==> src/hdl/pol_pkg.sv <==
// ----------------------------------------------------------------------------
// pol_pkg
// Shared types, sizes and helpers of the positional ordered list: element
// and index types, request and status codes, cell shift commands and the
// search probe that walks the cell row.
// ----------------------------------------------------------------------------
package pol_pkg;

    localparam int CAPACITY   = 64;
    localparam int ELEM_WIDTH = 32;

    // field widths of the request and response transactions
    localparam int REQ_W   = 3;
    localparam int POS_W   = 8;
    localparam int VAL_W   = 32;
    localparam int STAT_W  = 3;
    localparam int FPOS_W  = 7;
    localparam int LEN_W   = 7;

    // derived sizes
    localparam int IDX_W = (CAPACITY > 1) ? $clog2(CAPACITY) : 1;
    localparam int CNT_W = $clog2(CAPACITY + 1);
    localparam int CMP_W = ((CNT_W > POS_W) ? CNT_W : POS_W) + 1;

    typedef logic [IDX_W-1:0]             idx_t;
    typedef logic [CNT_W-1:0]             cnt_t;
    typedef logic signed [ELEM_WIDTH-1:0] elem_t;

    typedef enum logic [REQ_W-1:0] {
        REQ_INSERT = 3'd0,
        REQ_DELETE = 3'd1,
        REQ_GET    = 3'd2,
        REQ_LOCATE = 3'd3,
        REQ_PRIOR  = 3'd4,
        REQ_NEXT   = 3'd5
    } req_t;

    typedef enum logic [STAT_W-1:0] {
        STAT_OK       = 3'd0,
        STAT_BADPOS   = 3'd1,
        STAT_NOTFOUND = 3'd2,
        STAT_NOEDGE   = 3'd3,
        STAT_FULL     = 3'd4
    } status_t;

    // shift command broadcast to every cell
    typedef enum logic [1:0] {
        SH_HOLD,
        SH_INSERT,
        SH_DELETE
    } shift_op_t;

    typedef struct packed {
        shift_op_t op;
        idx_t      idx;
        elem_t     key;
    } shift_cmd_t;

    // search/read probe handed from cell to cell, one cell per cycle
    typedef struct packed {
        logic  active;
        req_t  kind;
        idx_t  target;
        elem_t key;
        logic  found;
        idx_t  fidx;
        logic  want_next;
        elem_t prev;
        elem_t val;
    } probe_t;

    // input word to stored element: sign extend or truncate
    function automatic elem_t to_elem(logic signed [VAL_W-1:0] v);
        return ELEM_WIDTH'(v);
    endfunction

    // stored element to output word: sign extend or truncate
    function automatic logic signed [VAL_W-1:0] from_elem(elem_t e);
        return VAL_W'(e);
    endfunction

endpackage

==> src/hdl/pol_cell.sv <==
// ----------------------------------------------------------------------------
// pol_cell
// One list slot. Holds one element, shifts it to or from a neighbor on
// insert and delete, and passes the search probe on to the next cell.
// ----------------------------------------------------------------------------
module pol_cell
    import pol_pkg::*;
(
    input  logic       clk,
    input  logic       rst_n,
    input  idx_t       cell_idx,
    input  cnt_t       count,
    input  shift_cmd_t cmd,
    input  elem_t      left_elem,
    input  elem_t      right_elem,
    output elem_t      elem,
    input  probe_t     probe_in,
    output probe_t     probe_out
);

    elem_t  elem_reg;
    elem_t  elem_next;
    logic   probe_active_reg;
    probe_t probe_reg;
    probe_t probe_next;
    logic   in_range;

    assign in_range = cnt_t'(cell_idx) < count;

    // element shift
    always_comb
    begin
        elem_next = elem_reg;
        unique case (cmd.op)
            SH_INSERT:
            begin
                // slots below the insert point keep their element
                if (cell_idx > cmd.idx)
                    elem_next = left_elem;
                else if (cell_idx == cmd.idx)
                    elem_next = cmd.key;
            end
            SH_DELETE:
            begin
                if (cell_idx >= cmd.idx)
                    elem_next = right_elem;
            end
            default:
            begin
            end
        endcase
    end

    // probe update as it passes this slot
    always_comb
    begin
        probe_next      = probe_in;
        probe_next.prev = elem_reg;
        if (probe_in.active)
        begin
            unique case (probe_in.kind)
                REQ_GET, REQ_DELETE:
                begin
                    if (cell_idx == probe_in.target)
                        probe_next.val = elem_reg;
                end
                REQ_LOCATE, REQ_PRIOR, REQ_NEXT:
                begin
                    // slots that neither match nor follow a match pass the probe on
                    if (probe_in.found && probe_in.want_next)
                    begin
                        probe_next.val       = elem_reg;
                        probe_next.want_next = 1'b0;
                    end
                    else if (!probe_in.found && in_range && elem_reg == probe_in.key)
                    begin
                        probe_next.found     = 1'b1;
                        probe_next.fidx      = cell_idx;
                        probe_next.want_next = (probe_in.kind == REQ_NEXT);
                        if (probe_in.kind == REQ_PRIOR)
                            probe_next.val = probe_in.prev;
                    end
                end
                default:
                begin
                end
            endcase
        end
    end

    // element storage
    always_ff @(posedge clk)
    begin
        elem_reg <= elem_next;
    end

    // probe valid flag
    always_ff @(posedge clk or negedge rst_n)
    begin
        if (!rst_n)
            probe_active_reg <= 1'b0;
        else
            probe_active_reg <= probe_in.active;
    end

    // probe payload
    always_ff @(posedge clk)
    begin
        probe_reg <= probe_next;
    end

    assign elem = elem_reg;

    always_comb
    begin
        probe_out        = probe_reg;
        probe_out.active = probe_active_reg;
    end

endmodule

==> config.mk <==
export PLATFORM = sky130hd
export DESIGN_NAME = pol_cell
export DESIGN_NICKNAME = d
export VERILOG_FILES = /design/src/hdl/pol_pkg.sv /design/src/hdl/pol_cell.sv
export SDC_FILE = /design/constraint.sdc
export NUM_CORES = 1
export LEC_CHECK = 0
export BUFFER_PORTS_ARGS = -buffer_cell sky130_fd_sc_hd__buf_4
export CAP_MARGIN = 30
export CORE_AREA = 8 8 139 141
export DETAILED_ROUTE_END_ITERATION = 7
export DIE_AREA = 0 0 147 149
export GPL_TIMING_DRIVEN = 0
export PLACE_DENSITY = 0.76
export SLEW_MARGIN = 40
export SYNTH_ARGS = -nofsm -noshare
export SYNTH_HDL_FRONTEND = slang
export SYNTH_SLANG_ARGS = --single-unit
==> constraint.sdc <==
create_clock -name clk -period 2.5 [get_ports clk]
set_clock_uncertainty 0.15 [all_clocks]
set_input_delay 0.5 -clock clk [delete_from_list [all_inputs] [get_ports clk]]
set_output_delay 0.5 -clock clk [all_outputs]
set_load 0.03 [all_outputs]
==> results by group <==
Final layout
  – Fraction of layout cells with a size suffix above 1: 0.4742
  – Antenna cell count: 0
  – Number of nets in the finished design: 1298
  – Area occupied by multi-input gates: 3020 µm²
  – Flip-flop count of the largest register after layout: 113
  – Finished Cell Area: 10590 µm²
  – Number of fill cells: 1425
  – Area grow syn2layout: 60.28%
  – Storage cell area: 3248 µm²
  – Fin util: 0.6208

Global route
  – Pin count of the biggest net entering global routing: 17
  – Met3 capacity usage during global routing: 0.06735
  – Met1 Use GR: 0.2755
  – Number of global-route vias before repair: 6663
  – Total congestion overflow after global routing: 0
  – Met2 global-route usage: 0.4283
  – Global routing's busiest layer: met2
  – Number of antenna violations at the first check in global routing: 0
  – Overall global routing resource usage: 0.2420
  – Global-route wire length before repair: 40.52 mm

Synth
  – Cell count after synthesis: 647
  – Prevailing post-synth register cell: dfxtp_1
  – Asr flop ratio synth: 0.006849
  – Portion of synthesized cell area occupied by the leading cell type: 0.3424
  – Post-Synthesis Mean Instance Area: 10.21 µm²
  – Combined area of all synthesized cells: 6606 µm²
  – Dominant cells by area after synthesis: dfxtp_1, edfxtp_1, a221o_1, o221ai_1, nand2_1
  – Net count after synthesis: 891
  – Share of synthesized area occupied by flip-flops and latches: 0.4917
  – Cell type contributing the most total cell area after synthesis: dfxtp_1
  – Number of storage elements in the synthesis netlist: 146
  – Number of synthesized flops with an enable pin: 32
  – Number of distinct standard cells referenced by the synthesized netlist: 48
  – Yosys warning count: 0

Timing
  – Total count of hold-check failures in the final report: 0
  – Fin crit period: 2669 ps
  – Setup repair after global routing missed its margin: yes
  – F_max: 374.7 MHz
  – Slew of the pin with the lowest slew margin: 577.4 ps
  – Final period util: 1.068
  – PnR worst setup slack: -168.9 ps
  – Slew Limit Headroom: 0.6151
  – Final setup violation count: 37
  – Max-slew violation count: 0

Setup path
  – Number of buffer and inverter instances along the worst setup path: 1
  – Logic depth of the worst register-to-register path: 8
  – Critical path endpoint category: flop
  – CP cell instances: xor2_1, nor4_2, nand4_1, nor3_4, and3_4, o21ai_4, buf_6, a221o_1
  – Worst endpoint required time: 2650 ps
  – Cell with the largest stage delay on the worst path: edfxtp_1
  – Beginning of the worst register-to-register path: elem[10]$_DFFE_PP_
  – Critical Path AT: 2820 ps
  – Endpoint of the most critical register-to-register path: probe_out[13]$_DFF_P_
  – Worst path max stage delay: 450 ps
  – R2R setup slack: -170 ps
  – Worst Setup Start Kind: flop
  – Critical setup path kind: reg -> reg
  – Highest fanout seen on the critical path: 10
  – Crit-path leading delay family: simple AND/OR/NAND/NOR gates

Clock tree
  – Total number of clock tree sinks: 146
  – Max Buffers Root-to-Sink: 2
  – Clock-pin slew of the registers on the worst-case setup and hold paths: 60 ps
  – TritonCTS clock tree: done
  – Clock latency at the later pin of the worst-skew pair: 420 ps
  – Clock root buffer master: clkbuf_16
  – CTS Buf Count: 17
  – Number of levels the H-tree was split into: 4

Placement
  – Final weighted congestion of routability-driven global placement: 0.8848
  – Input/output buffers: 378
  – Detailed placement HPWL: 22.78 mm
  – Total cell area at the placement stage: 9814 µm²

Pwr
  – Clock group share of total power: 0.330
  – Fraction of power consumed by combinational cells: 0.285
  – Internal power: 0.005063 W
  – Total power density per cell area: 703.0 nW/µm²
  – Leakage component of the power: 4.842 nW
  – Net switching fraction of the power: 0.3198
  – Worst vdd ir: 432.9 µV
  – Share of power burned in registers: 0.385
  – Net Switching: 0.002381 W

Drt
  – Routed wire per std cell: 21.69 µm
  – Total via count after detailed routing: 6696
  – Number of design-rule violations left by the first detailed-router iteration: 408
  – Post-detailed-route DRC marker count: 0
  – Number of search-and-repair iterations in the first detailed-routing pass: 5
  – Total Wirelength: 28.03 mm
  – Routed via count divided by cell count: 5.183
  – Detail Route Antenna Nets: 0

Hold path
  – Start point of the worst min-delay path: probe_in[109]
  – Hold Crit Depth: 1
  – WHS Endpoint: probe_out[109]$_DFF_P_
  – Min-Delay Path Class: in -> reg

Die
  – Chip Height: 149 µm
  – Floorplan Core Area: 17060 µm²
  – Width of the die: 147 µm
  – Initial core utilization: 0.3873
  – Placement Rows: 48
  – Area of the die: 21900 µm²
  – I/O pin cnt: 379

Outcome
  – Status: finished with violations
  – Violated checks: negative setup slack

Run
  – Max-cap check violation count: 0
==> what timing repair did <==
action | in CTS | in global routing
resized for setup | 12 | 26
endpoints found under the setup margin | 80 | 69
setup buffers | 7 | 1
hold buffers | 1 | 0
gates cloned | 1 | 0
pin swaps | 7 | 7
endpoints found under the hold margin | 1 | 0
==> cell usage in the layout, fill, tap and decap left out, drive strengths merged, types with 2 or more instances in the layout <==
cell,instances
o22ai,32
a21oi,4
clkinv,7
nand3,6
dfxtp,113
nand2b,2
xnor2,10
nor2,6
nor2b,35
a21bo,2
a221o,30
nor4,7
and2,2
and2b,2
o21ai,6
nand4,5
xor2,30
o221ai,32
clkbuf,53
a211oi,33
nand2,74
and3,32
ha,11
mux2,6
buf,427
edfxtp,32
nand3b,3
a32oi,2
clkinvlp,2
inv,16
nor3,34
==> stage by stage <==
step                power (W)  setup TNS [ps]  hold slack, ps  instances  setup slack, ps
finish               0.007444           -5036           39.70       1292           -168.9
global placement     0.004923          -54100           125.8       1250           -689.6
detailed placement   0.004963          -47140           125.5       1251           -574.5
global route         0.007729           -7954           16.06       1292           -247.8
floorplan            0.003958          -768.5           54.41        647           -26.51
CTS                  0.007463           -5792           20.10       1292           -184.7
==> final cells by class <==
class / count / area share
inverters: 12 / 0.005672
multi-input cells: 414 / 0.2852
flip-flops and latches: 146 / 0.3067
well taps: 225 / 0.02659
clock buffers: 18 / 0.04254
plain buffers: 74 / 0.04207
clock inverters: 14 / 0.01193
repair buffers: 389 / 0.2792
==> worst max-delay path by stage <==
stage | from | end | slack (ps) | cells after the start
CTS | elem[12]$_DFFE_PP_ | probe_out[2]$_DFF_P_ | -180 | 8
detailed placement | cell_idx[1] | elem[12]$_DFFE_PP_ | -570 | 10
finish | elem[10]$_DFFE_PP_ | probe_out[13]$_DFF_P_ | -170 | 8
global route | elem[10]$_DFFE_PP_ | probe_out[13]$_DFF_P_ | -250 | 8
floorplan | count[5] | probe_out[21]$_DFF_P_ | -30 | 10
global placement | cell_idx[5] | elem[18]$_DFFE_PP_ | -690 | 6
==> cell usage after synthesis (all sizes together) (2+ instances only) <==
cell and count:
clkbuf 36, o21ai 6, inv 12, nor2 6, nand3b 3, nand2 74, ha 11, o221ai 32
nand4 5, a21oi 4, nand2b 2, a21bo 2, buf 39, edfxtp 32, nor4 7, xnor2 10
and2 2, nor2b 35, and3 32, xor2 30, mux2 6, and2b 2, o22ai 32, nor3 34
a32oi 2, a221o 30, nand3 6, dfxtp 113, a211oi 33
==> metal layers <==
metal	part of all wire	vias up
li1	-	3195
met1	0.40	3154
met2	0.51	307
met3	0.070	40
met4	0.022	0
met5	0	-
==> power groups by stage <==
| stage | logic [W] | registers [W] | clock network, W |
|---|---|---|---|
| 6_report | 0.00212 | 0.00286 | 0.00246 |
| 2_1_floorplan | 0.000776 | 0.00318 | 0 |
| 4_1_cts | 0.00210 | 0.00287 | 0.00250 |
| 3_3_place_gp | 0.00200 | 0.00292 | 0 |
| 3_5_place_dp | 0.00204 | 0.00292 | 0 |
| 5_1_grt | 0.00224 | 0.00288 | 0.00261 |
==> logic make-up (layout without fill, tap and decap cells) <==
logic type,Yosys count,count (layout),share of synthesized area
flops,146,146,0.4917
buf+inv,87,507,0.07216
compound gates,147,147,0.1839
simple gates,210,210,0.1682
fa+ha+maj,11,11,0.02083
mux,6,6,0.01023
xor+xnor,40,40,0.05303
Power figures use the tool's default switching activity.
